==> config.mk <==
export PLATFORM = sky130hd
export DESIGN_NAME = car_div
export DESIGN_NICKNAME = d
export VERILOG_FILES = /design/src/hdl/assert_macros.svh /design/src/hdl/car_pkg.sv /design/src/hdl/car_div.sv
export SDC_FILE = /design/constraint.sdc
export NUM_CORES = 1
export LEC_CHECK = 0
export BUFFER_PORTS_ARGS = -buffer_cell sky130_fd_sc_hd__buf_2
export CORE_MARGIN = 1
export CORE_UTILIZATION = 45
export CTS_BUF_LIST = sky130_fd_sc_hd__clkbuf_4 sky130_fd_sc_hd__clkbuf_8
export DETAILED_ROUTE_END_ITERATION = 7
export PLACE_DENSITY = 0.74
export RECOVER_POWER = 25
export SYNTH_ARGS = -nofsm -noshare
export SYNTH_HDL_FRONTEND = slang
export SYNTH_SLANG_ARGS = --single-unit
==> constraint.sdc <==
create_clock -name clk_i -period 8.2 [get_ports clk_i]
set_input_delay 1.64 -clock clk_i [delete_from_list [all_inputs] [get_ports clk_i]]
set_output_delay 1.64 -clock clk_i [all_outputs]
set_load 0.01 [all_outputs]
==> src/hdl/assert_macros.svh <==
// Concurrent assertion helpers, empty when synthesising.
`ifndef ASSERT_MACROS_SVH
`define ASSERT_MACROS_SVH
`ifndef SYNTHESIS
`define CAR_ASSERT(lbl, clk, rst_n, prop, msg) \
  lbl: assert property (@(posedge clk) disable iff (!rst_n) prop) else $error(msg);
`define CAR_ASSERT_NEVER(lbl, clk, rst_n, cond, msg) \
  lbl: assert property (@(posedge clk) disable iff (!rst_n) !(cond)) else $error(msg);
`else
`define CAR_ASSERT(lbl, clk, rst_n, prop, msg)
`define CAR_ASSERT_NEVER(lbl, clk, rst_n, cond, msg)
`endif
`endif

==> src/hdl/car_pkg.sv <==
package car_pkg;

  localparam int COORD_W    = 15;
  localparam int NUM_W      = 31;
  localparam int QUOT_W     = 15;
  localparam int DIVS_W     = 16;
  localparam int PIX_W      = 8;
  localparam int POS_W      = 6;
  localparam int CFG_IDX_W  = 8;
  localparam int CFG_DATA_W = 7;

  localparam logic [CFG_IDX_W-1:0] CFG_IMAGE_WIDTH  = 8'd0;
  localparam logic [CFG_IDX_W-1:0] CFG_IMAGE_HEIGHT = 8'd1;

  localparam logic KIND_DRAW = 1'b0;
  localparam logic KIND_READ = 1'b1;

  localparam logic [CFG_DATA_W-1:0] DIM_RESET = 7'd64;

  typedef struct packed {
    logic [COORD_W-1:0] bx;
    logic [COORD_W-1:0] by;
    logic [COORD_W-1:0] ex;
    logic [COORD_W-1:0] ey;
  } piece_t;

  typedef struct packed {
    logic idle;
    logic clearing;
  } store_status_t;

  typedef struct packed {
    logic [PIX_W-1:0] pixel_value;
    logic [POS_W-1:0] pixel_column;
    logic [POS_W-1:0] pixel_row;
    logic             last_pixel;
    logic             coverage_leftover;
  } result_t;

endpackage

==> src/hdl/car_div.sv <==
module car_div (
  input  logic                         clk_i,
  input  logic                         rst_ni,
  input  logic                         start_i,
  input  logic [car_pkg::NUM_W-1:0]    dividend_i,
  input  logic [car_pkg::DIVS_W-1:0]   divisor_i,
  output logic                         done_o,
  output logic [car_pkg::QUOT_W-1:0]   quot_o
);

  localparam int NW  = car_pkg::NUM_W;
  localparam int QW  = car_pkg::QUOT_W;
  localparam int CNW = $clog2(QW);

  logic           busy_q, done_q;
  logic [CNW-1:0] cnt_q;
  logic [NW-1:0]  rem_q, dsh_q;
  logic [QW-1:0]  quot_q;
  logic           fit;

  assign fit    = rem_q >= dsh_q;
  assign done_o = done_q;
  assign quot_o = quot_q;

  always_ff @(posedge clk_i or negedge rst_ni) begin
    if (!rst_ni) begin
      busy_q <= 1'b0;
      done_q <= 1'b0;
      cnt_q  <= '0;
    end else begin
      done_q <= 1'b0;
      if (start_i) begin
        busy_q <= 1'b1;
        cnt_q  <= CNW'(QW - 1);
      end else if (busy_q) begin
        if (cnt_q == '0) begin
          busy_q <= 1'b0;
          done_q <= 1'b1;
        end else begin
          cnt_q <= cnt_q - 1'b1;
        end
      end
    end
  end

  // one quotient bit per cycle, restoring
  always_ff @(posedge clk_i) begin
    if (start_i) begin
      rem_q  <= dividend_i;
      dsh_q  <= NW'(divisor_i) << (QW - 1);
      quot_q <= '0;
    end else if (busy_q) begin
      if (fit) begin
        rem_q <= rem_q - dsh_q;
      end
      quot_q <= {quot_q[QW-2:0], fit};
      dsh_q  <= dsh_q >> 1;
    end
  end

endmodule

==> reports/results.txt <==
initial antenna violation count -> 0
CP max stage cell -> clkbuf_1
pin count of the biggest net entering global routing -> 70
Die Wd -> 110 um
Final Util -> 51.9%
number of global-route vias before repair -> 4282
#FFs+latches synth -> 82
placement row count -> 39
Final Hold Fails -> 0
top cell types by occurrence after synthesis -> 68 x nor2_1, 64 x nand2_1, 47 x edfxtp_1, 44 x inv_1, 39 x o21ai_0
max-slew violation count -> 51
pwr dens -> 333 mW/mm2
Worst path max stage delay -> 1.38 ns
GRT Residual Overflow -> 0
run status -> finished, violations left
relative slew slack -> -31.4%
Die Y -> 110 um
CTS buffer count -> 9
Min-Delay Path Depth -> 2
Worst R2R End -> rem_q[13]
Setup Skew -> 0.0143 ns
setup slack, reg-to-reg -> 4.70 ns
worst setup margin -> 2.44 ns
ranking of synthesized cells by area -> edfxtp_1 27%, dfxtp_1 11%, ha_1 7.4%, mux2i_1 5.3%, nor2_1 4.9%
gpl congestion -> 0.926
Peak Freq -> 174 MHz
worst-path cell chain -> clkbuf_1, inv_1, nand2_1, a21boi_2, buf_4
Post-layout nets -> 719
Post-synth ARST share -> 7.32%
maximum vdd drop -> 0.112 mV
Critical Path Stages -> 5
core box area -> 0.0114 mm2
first-pass GRT wire length -> 20700 um
Initial Util -> 46.1%
H-tree levels -> 3
Clock transition at path regs -> 0.08 ns
vias per inst -> 5.79
port bufs -> 65
DRC viols -> 0
top-count cell post-synth -> nor2_1
Placed Area -> 0.00567 mm2
share of layout cells above drive strength 1 -> 15.1%
RSZ-0062 raised after global routing -> false
clock sinks -> 82
post-synth top area share -> 26.9%
YS warnings -> 0
final instance area -> 0.00590 mm2
Power, Total -> 0.00196 W
Die Footprint -> 0.0121 mm2
All-Layer GR Usage -> 22.4%
hpwl dp -> 9460 um
failing checks -> max-capacitance violations, max-slew violations
Synthesized Nets -> 667
CTS Hold Bufs -> 0
dominant cell type by area after synthesis -> edfxtp_1
CP arrival -> 5.80 ns
Mean Syn Cell Area -> 8.96 um2
setup TNS -> 0 ns
final setup violation count -> 0
Syn Inst Count -> 585
Min-Delay Endpoint -> quot_o[14]
initial DRC count -> 430
Main synth FF type -> edfxtp_1
post-CTS sizing -> 0
Setup crit end kind -> flop
sequential area share after synthesis -> 40.9%
critical path class -> input port to flop
clk buf depth -> 2
Leakage -> 2.64 nW
area grow syn2layout -> 12.6%
Critical Path RT -> 8.24 ns
ant diodes -> 0
WL/cell -> 16.5 um
vias -> 4548
# fillers -> 1076
dpl ws -> 3.56 ns
worst path bufs/invs -> 3
Slew @ Worst Pin -> 1.97 ns
Root Driver -> clkbuf_8
Top delay family on crit path -> buffers and inverters
synth unique cells -> 62
Worst Hold Class -> flop to flop
postcts setup bufs -> 0
post-layout min period -> 5.76 ns
IO Pins -> 66
Final Cycle Share -> 70.2%
reg-to-reg startpoint -> busy_q
CP Launch Type -> input port
CTS tree -> built
Initial DRT Pass Iterations -> 5
synthesized cell area -> 0.00524 mm2
Max Cap Viol -> 1
largest fanout on the critical path -> 50
Post-Route WL -> 13000 um
Routed Antenna Nets -> 0
R2R cell count -> 5
HP Start -> quot_o[14]
Clk Latency, worst-skew pair -> 0.38 ns
number of synthesized flops with an enable pin -> 47
worst max-delay path by stage:
stage                 start        end
detailed placement  start_i   rem_q[7]
CTS                 start_i   rem_q[3]
floorplan           start_i   rem_q[0]
finish              start_i  rem_q[13]
global placement    start_i   rem_q[0]
global route        start_i   rem_q[7]
metal layers:
metal / vias to the layer above / part of all wire (%) / global-route usage [%]
li1: 2225 / - / -
met2: 130 / 46 / 35.4
met3: 25 / 4.7 / 3.85
met4: 0 / 2.4 / 9.90
met1: 2168 / 47 / 30.0
met5: - / 0 / 0
power by group:
part	switching [W]	internal [W]	leakage [nW]
Sequential	0.0000370	0.000559	0.801
Combinational	0.000625	0.000393	1.73
Clock	0.000159	0.000189	0.116
state kept, by name, indices dropped and copies added (netlist names):
signal	count
rem_q	31
dsh_q	30
quot_o	15
cnt_q	4
busy_q	1
done_o	1
cell usage in the layout (no fill, tap or decap), types with 6 or more instances in the layout:
master	netlist	layout
dfxtp_1	29	29
nand2_1	64	64
nor3_1	9	9
o21a_1	7	7
dfrtp_1	6	6
clkbuf_8	0	11
nand4_1	10	10
a21o_1	13	13
nor2_1	68	68
o31ai_1	19	19
inv_1	44	44
xor2_1	6	6
xnor2_1	9	9
o21ai_0	39	39
edfxtp_1	47	47
ha_1	31	31
a21oi_1	34	34
buf_2	1	63
mux2i_1	28	28
a31oi_1	8	8
per-stage QoR:
step | hold WS [ns] | instances
4_1_cts | 0.512 | 785
5_1_grt | 0.562 | 785
3_5_place_dp | 0.491 | 769
6_report | 0.507 | 785
2_1_floorplan | 0.465 | 585
3_3_place_gp | 0.473 | 769
area by class of cell:
type                    instances  area (um2)  area share, %
clock inverters                 5        82.6           1.40
well taps                     143         179           3.03
inverters                      45         169           2.86
flip-flops and latches         82        2140           36.3
repair buffers                 68         345           5.85
clock buffers                  11         151           2.57
multi-input cells             431        2830           48.0
tightest hold or removal path, stage by stage (launching register included):
cell and delay, ns:
dfxtp_1 0.33, mux2i_1 0.07, nor2_1 0.08
cell families after synthesis:
| kind of cell | Yosys count | share of synthesized area (%) |
|---|---|---|
| simple gates | 186 | 16.2 |
| mux | 30 | 5.78 |
| flops | 82 | 40.9 |
| buf+inv | 72 | 5.18 |
| xor+xnor | 15 | 2.51 |
| compound gates | 168 | 21.7 |
| fa+ha+maj | 32 | 7.78 |
No activity file was read; power rests on OpenSTA's default activity.
