File: src/hdl/assert_macros.svh
// Concurrent assertion helpers, empty when synthesising.
`ifndef ASSERT_MACROS_SVH
`define ASSERT_MACROS_SVH
`ifndef SYNTHESIS
`define CAR_ASSERT(lbl, clk, rst_n, prop, msg) \
  lbl: assert property (@(posedge clk) disable iff (!rst_n) prop) else $error(msg);
`define CAR_ASSERT_NEVER(lbl, clk, rst_n, cond, msg) \
  lbl: assert property (@(posedge clk) disable iff (!rst_n) !(cond)) else $error(msg);
`else
`define CAR_ASSERT(lbl, clk, rst_n, prop, msg)
`define CAR_ASSERT_NEVER(lbl, clk, rst_n, cond, msg)
`endif
`endif

File: src/hdl/car_pkg.sv
package car_pkg;

  localparam int COORD_W    = 15;
  localparam int NUM_W      = 31;
  localparam int QUOT_W     = 15;
  localparam int DIVS_W     = 16;
  localparam int PIX_W      = 8;
  localparam int POS_W      = 6;
  localparam int CFG_IDX_W  = 8;
  localparam int CFG_DATA_W = 7;

  localparam logic [CFG_IDX_W-1:0] CFG_IMAGE_WIDTH  = 8'd0;
  localparam logic [CFG_IDX_W-1:0] CFG_IMAGE_HEIGHT = 8'd1;

  localparam logic KIND_DRAW = 1'b0;
  localparam logic KIND_READ = 1'b1;

  localparam logic [CFG_DATA_W-1:0] DIM_RESET = 7'd64;

  typedef struct packed {
    logic [COORD_W-1:0] bx;
    logic [COORD_W-1:0] by;
    logic [COORD_W-1:0] ex;
    logic [COORD_W-1:0] ey;
  } piece_t;

  typedef struct packed {
    logic idle;
    logic clearing;
  } store_status_t;

  typedef struct packed {
    logic [PIX_W-1:0] pixel_value;
    logic [POS_W-1:0] pixel_column;
    logic [POS_W-1:0] pixel_row;
    logic             last_pixel;
    logic             coverage_leftover;
  } result_t;

endpackage

File: src/hdl/car_walk.sv
module car_walk #(
  parameter int SUBPIXEL_BITS = 8
) (
  input  logic                         clk_i,
  input  logic                         rst_ni,
  input  logic                         start_i,
  input  logic [car_pkg::COORD_W-1:0]  x_begin_i,
  input  logic [car_pkg::COORD_W-1:0]  y_begin_i,
  input  logic [car_pkg::COORD_W-1:0]  x_end_i,
  input  logic [car_pkg::COORD_W-1:0]  y_end_i,
  output logic                         idle_o,
  output logic                         piece_valid_o,
  input  logic                         piece_ready_i,
  output car_pkg::piece_t              piece_o,
  output logic                         div_start_o,
  output logic [car_pkg::NUM_W-1:0]    div_dividend_o,
  output logic [car_pkg::DIVS_W-1:0]   div_divisor_o,
  input  logic                         div_done_i,
  input  logic [car_pkg::QUOT_W-1:0]   div_quot_i
);

  localparam int Grain = 1 << SUBPIXEL_BITS;
  localparam int CW    = car_pkg::COORD_W;
  localparam int XW    = CW + 2;
  localparam int NW    = car_pkg::NUM_W;

  typedef enum logic [2:0] {
    W_IDLE, W_INIT, W_TEST, W_CMP, W_MUL, W_NUM, W_DIV, W_EMIT
  } state_e;

  state_e state_q;
  logic   div_start_q;

  logic [CW-1:0]          x0_q, y0_q, x1_q, y1_q, px_q, py_q;
  logic signed [CW:0]     dx_q, dy_q;
  logic [CW-1:0]          adx_q, ady_q;
  logic signed [XW-1:0]   xc_q, yc_q;
  logic                   xv_q, yv_q, selx_q, last_q;
  logic [CW:0]            ax_q, ay_q;
  logic [2*CW:0]          pa_q, pb_q;
  logic [CW-1:0]          b_q, den_q;
  logic [CW:0]            a_q;
  logic signed [CW:0]     d_q;
  logic [2*CW-1:0]        bd_q;
  logic signed [2*CW+2:0] ad_q;
  logic [NW-1:0]          num_q;
  car_pkg::piece_t        piece_q;

  logic signed [CW:0]     dx_w, dy_w;
  logic signed [XW-1:0]   x0f, y0f, xc_init, yc_init, x0e, y0e, x1e, y1e, difx, dify;
  logic [CW:0]            ax_w, ay_w;
  logic                   xv_w, yv_w, selx_w;
  logic signed [2*CW+2:0] a_s, d_s;
  logic signed [2*CW+4:0] sum_w, num_w;
  logic [CW-1:0]          qx_w, qy_w;

  always_comb begin
    dx_w = $signed({1'b0, x1_q}) - $signed({1'b0, x0_q});
    dy_w = $signed({1'b0, y1_q}) - $signed({1'b0, y0_q});
    x0f  = $signed({2'b00, x0_q[CW-1:SUBPIXEL_BITS], {SUBPIXEL_BITS{1'b0}}});
    y0f  = $signed({2'b00, y0_q[CW-1:SUBPIXEL_BITS], {SUBPIXEL_BITS{1'b0}}});
    xc_init = (dx_w > 0 && x0_q[SUBPIXEL_BITS-1:0] != '0) ? x0f + $signed(XW'(Grain)) : x0f;
    yc_init = (dy_w > 0 && y0_q[SUBPIXEL_BITS-1:0] != '0) ? y0f + $signed(XW'(Grain)) : y0f;
    x0e  = $signed({2'b00, x0_q});
    y0e  = $signed({2'b00, y0_q});
    x1e  = $signed({2'b00, x1_q});
    y1e  = $signed({2'b00, y1_q});
    difx = xc_q - x0e;
    dify = yc_q - y0e;
    ax_w = difx[XW-1] ? (CW+1)'(-difx) : (CW+1)'(difx);
    ay_w = dify[XW-1] ? (CW+1)'(-dify) : (CW+1)'(dify);
    xv_w = (dx_q > 0) ? (xc_q < x1e) : (xc_q > x1e);
    yv_w = (dy_q == 0) ? 1'b0 : ((dy_q > 0) ? (yc_q < y1e) : (yc_q > y1e));
    selx_w = xv_q && (!yv_q || pa_q < pb_q);
    a_s  = $signed({{(CW+2){1'b0}}, a_q});
    d_s  = $signed({{(CW+2){d_q[CW]}}, d_q});
    sum_w = $signed({5'b00000, bd_q}) + $signed({{2{ad_q[2*CW+2]}}, ad_q});
    num_w = (sum_w <<< 1) + $signed({{(CW+5){1'b0}}, den_q});
    qx_w = selx_q ? xc_q[CW-1:0] : div_quot_i;
    qy_w = selx_q ? div_quot_i : yc_q[CW-1:0];
  end

  always_ff @(posedge clk_i or negedge rst_ni) begin
    if (!rst_ni) begin
      state_q     <= W_IDLE;
      div_start_q <= 1'b0;
    end else begin
      div_start_q <= 1'b0;
      unique case (state_q)
        W_IDLE: if (start_i) state_q <= W_INIT;
        W_INIT: state_q <= (dx_w == 0) ? W_IDLE : W_TEST;
        W_TEST: state_q <= (!xv_w && !yv_w) ? W_EMIT : W_CMP;
        W_CMP:  state_q <= W_MUL;
        W_MUL:  state_q <= W_NUM;
        W_NUM: begin
          state_q     <= W_DIV;
          div_start_q <= 1'b1;
        end
        W_DIV:  if (div_done_i) state_q <= W_EMIT;
        W_EMIT: if (piece_ready_i) state_q <= last_q ? W_IDLE : W_TEST;
        default: state_q <= W_IDLE;
      endcase
    end
  end

  always_ff @(posedge clk_i) begin
    case (state_q)
      W_IDLE: begin
        x0_q <= x_begin_i;
        y0_q <= y_begin_i;
        x1_q <= x_end_i;
        y1_q <= y_end_i;
      end
      W_INIT: begin
        dx_q  <= dx_w;
        dy_q  <= dy_w;
        adx_q <= dx_w[CW] ? CW'(-dx_w) : CW'(dx_w);
        ady_q <= dy_w[CW] ? CW'(-dy_w) : CW'(dy_w);
        xc_q  <= xc_init;
        yc_q  <= yc_init;
        px_q  <= x0_q;
        py_q  <= y0_q;
      end
      W_TEST: begin
        xv_q <= xv_w;
        yv_q <= yv_w;
        ax_q <= ax_w;
        ay_q <= ay_w;
        pa_q <= (2*CW+1)'(ax_w) * (2*CW+1)'(ady_q);
        pb_q <= (2*CW+1)'(ay_w) * (2*CW+1)'(adx_q);
        last_q  <= 1'b1;
        piece_q <= '{bx: px_q, by: py_q, ex: x1_q, ey: y1_q};
      end
      W_CMP: begin
        selx_q <= selx_w;
        b_q    <= selx_w ? y0_q : x0_q;
        a_q    <= selx_w ? ax_q : ay_q;
        d_q    <= selx_w ? dy_q : dx_q;
        den_q  <= selx_w ? adx_q : ady_q;
      end
      W_MUL: begin
        bd_q <= (2*CW)'(b_q) * (2*CW)'(den_q);
        ad_q <= a_s * d_s;
      end
      W_NUM: begin
        num_q <= num_w[2*CW+4] ? '0 : num_w[NW-1:0];
      end
      W_DIV: begin
        if (div_done_i) begin
          last_q  <= 1'b0;
          piece_q <= '{bx: px_q, by: py_q, ex: qx_w, ey: qy_w};
          px_q    <= qx_w;
          py_q    <= qy_w;
          if (selx_q) begin
            xc_q <= (dx_q > 0) ? xc_q + $signed(XW'(Grain)) : xc_q - $signed(XW'(Grain));
          end else begin
            yc_q <= (dy_q > 0) ? yc_q + $signed(XW'(Grain)) : yc_q - $signed(XW'(Grain));
          end
        end
      end
      default: ;
    endcase
  end

  assign idle_o         = state_q == W_IDLE;
  assign piece_valid_o  = state_q == W_EMIT;
  assign piece_o        = piece_q;
  assign div_start_o    = div_start_q;
  assign div_dividend_o = num_q;
  assign div_divisor_o  = {den_q, 1'b0};

endmodule

File: config.mk
export PLATFORM = sky130hd
export DESIGN_NAME = car_walk
export DESIGN_NICKNAME = d
export VERILOG_FILES = /design/src/hdl/assert_macros.svh /design/src/hdl/car_pkg.sv /design/src/hdl/car_walk.sv
export SDC_FILE = /design/constraint.sdc
export NUM_CORES = 2
export LEC_CHECK = 0
export ABC_CLOCK_PERIOD_IN_PS = 12700
export BUFFER_PORTS_ARGS = -buffer_cell sky130_fd_sc_hd__buf_2
export CORE_UTILIZATION = 55
export DETAILED_ROUTE_END_ITERATION = 6
export PLACE_DENSITY = 0.72
export SETUP_SLACK_MARGIN = 0.02
export SYNTH_ARGS = -nofsm -noshare
export SYNTH_HDL_FRONTEND = slang
export SYNTH_SLANG_ARGS = --single-unit
export TNS_END_PERCENT = 20
File: constraint.sdc
create_clock -name clk_i -period 12.7 [get_ports clk_i]
set_input_delay 0 -clock clk_i [delete_from_list [all_inputs] [get_ports clk_i]]
set_output_delay 0 -clock clk_i [all_outputs]
set_load 0.03 [all_outputs]
==> run metrics <==
critical path endpoint category=flip-flop; RSZ-0062 raised after global routing=no; PortBufs=188; clock buffer count from CTS=53; endpoints failing hold=0; # fillers=8,518; layout cells sized above 1=7.30%; met3 usage=3.79%; Placeable Area=0.102 mm²; first-pass GRT wire length=226,000 µm; most area-consuming cells after synthesis=fa_1, edfxtp_1, ha_1; Final Util=60.4%; post-route cell area=0.0613 mm²; vias per cell=5.64; max incr delay on CP=0.88 ns; Worst slew margin=14.5%; WL final=144,000 µm; Die Wd=322 µm; layer with the highest usage=met2; Clock Sinks=486; post-cts hold buffer count=80; commonest non-fill, non-tap cell in the layout=inv_1; vias in the first global route=41,300; Clock Skew=0.0554 ns; min Tclk post-route=10.38 ns; total global-route track usage=28.1%; final hold slack=0.0475 ns; register bit total from synthesis=486; Initial DRC Count=3,397; Starting Density=55.5%; Syn. warnings=0; grt met1 use=37.4%; # nets final=7,131; Bufs on Longest Clock Path=3; gr ovfl total=0; Max Transition Viols Final=0; largest net degree at the start of global routing=69; Mapped Cells=5,565; Crit Path Max Fanout=20; Setup TNS=0 ns; sequential share of the synthesized area=25.9%; EDFF count, synth=482; Worst-path clk slew=0.07 ns; prevailing post-synth register cell=edfxtp_1; Root Buffer Master=clkbuf_16; syn avg cell area=10.1 µm²; top cell type's share of synthesized area=25.8%; cell taking the most area after synthesis=fa_1; max_cap viols=0; full die area=0.104 mm²; most frequent cells in the layout=inv_1, fa_1, nand2_1, ha_1, edfxtp_1; Ports=190; H-tree depth=2; class of the worst hold path=input port to flip-flop; dpl hpwl=110,000 µm; Cell Area, Synth=0.0563 mm²; Vias=40,500; Placer Congestion=0.970; initial antenna violation count=7; drt pass-1 iters=6; met2 GRT Util=46.7%; Yosys cell types=83; die height=322 µm; total setup buffers inserted after CTS=0; standard-cell rows=117; DR DRC count=0; CTS resizes=0; DP Area=0.0588 mm²; area growth from synthesis to layout=8.86%; Final setup violation count=0; Worst Path Arrival=10.79 ns; syn nets=6,934; status=finished clean; WL/cell=20.0 µm; Max Clock Freq=96.3 MHz; CP Class=flip-flop to flip-flop; later-pin clock latency in the skew report=0.66 ns; startpoint types=flip-flop; Worst EP required=13.10 ns; Worst-Margin Slew=1.28 ns; asr flop ratio synth=0.823%; ratio of final minimum period to clock period=81.8%; Worst path slowest cell=edfxtp_1; post-route ant nets=0; TritonCTS clock tree=yes
==> state kept, by name, summed over array words and instances, names as in the netlist, 16 cells and up <==
register	cells
dy_q	16
dx_q	16
d_q	16
ay_q	16
ad_q	33
a_q	16
pa_q	31
bd_q	30
pb_q	31
piece_o	60
ax_q	16
div_dividend_o	31
==> cell families after synthesis <==
logic type | synth area share, %
other cells | 0.00666
xor+xnor | 4.18
simple gates | 14.4
compound gates | 8.13
flops | 25.9
mux | 1.63
fa+ha+maj | 38.3
buf+inv | 7.43
==> worst paths after layout <==
path / from / to / slack (ns) / depth (start not counted)
max in group asynchronous: rst_ni / div_start_o$_DFF_PN0_ / 12.19 / 3
max reg2reg: x0_q[0]$_DFFE_PP_ / pa_q[30]$_DFFE_PP_ / 2.32 / 32
min reg2reg: px_q[12]$_DFFE_PP_ / piece_o[57]$_DFFE_PP_ / 0.42 / 0
min in group asynchronous: rst_ni / state_q[0]$_DFFE_PN0P_ / 0.31 / 3
max: x0_q[0]$_DFFE_PP_ / pa_q[30]$_DFFE_PP_ / 2.32 / 32
min: x_begin_i[13] / x0_q[13]$_DFFE_PP_ / 0.05 / 2
==> metal layers <==
layer	vias up	share of wire [%]
met4	0	4.4
met1	20000	41
met3	326	7.2
met5	-	0
met2	1603	47
li1	18600	-
==> cell usage after synthesis (80+ instances only) <==
cell type / number
ha_1: 562
nand2_1: 613
nor2_1: 190
xnor2_1: 189
xor2_1: 80
a21o_1: 100
clkbuf_1: 162
fa_1: 727
o21ai_0: 134
edfxtp_1: 482
a21oi_1: 181
inv_1: 928
and2_1: 473
==> cell type report <==
class                   instances  area (µm²)  area share [%]
flip-flops and latches        486       14600            23.8
diodes                          1        2.50         0.00408
clock buffers                  59        1350            2.20
multi-input cells            3970       37600            61.4
clock inverters                40         425           0.694
inverters                     930        3490            5.69
well taps                    1368        1710            2.79
repair buffers                321        2140            3.49
==> stage by stage <==
step / cells / setup slack [ns]
final: 7175 / 2.32
after detailed placement: 6995 / 2.54
after global placement: 6995 / 2.94
after floorplan: 5565 / 2.86
after global routing: 7174 / 1.73
after CTS: 7174 / 2.47
==> worst max-delay path: cells and delay by family (launching register included) <==
| family | cells | cell delay, ns |
|---|---|---|
| muxes | 1 | 0.14 |
| buffers and inverters | 5 | 0.51 |
| adders and majority gates | 8 | 3.08 |
| xor gates and xnor gates | 2 | 0.93 |
| DFF | 1 | 0.88 |
| AOI/OAI and AO/OA | 11 | 3.41 |
| and+or+nand+nor | 5 | 1.17 |
Power is left out: the tool's default activity adds up to more than one toggle a clock period on the data nets, which glitch-free logic cannot reach.
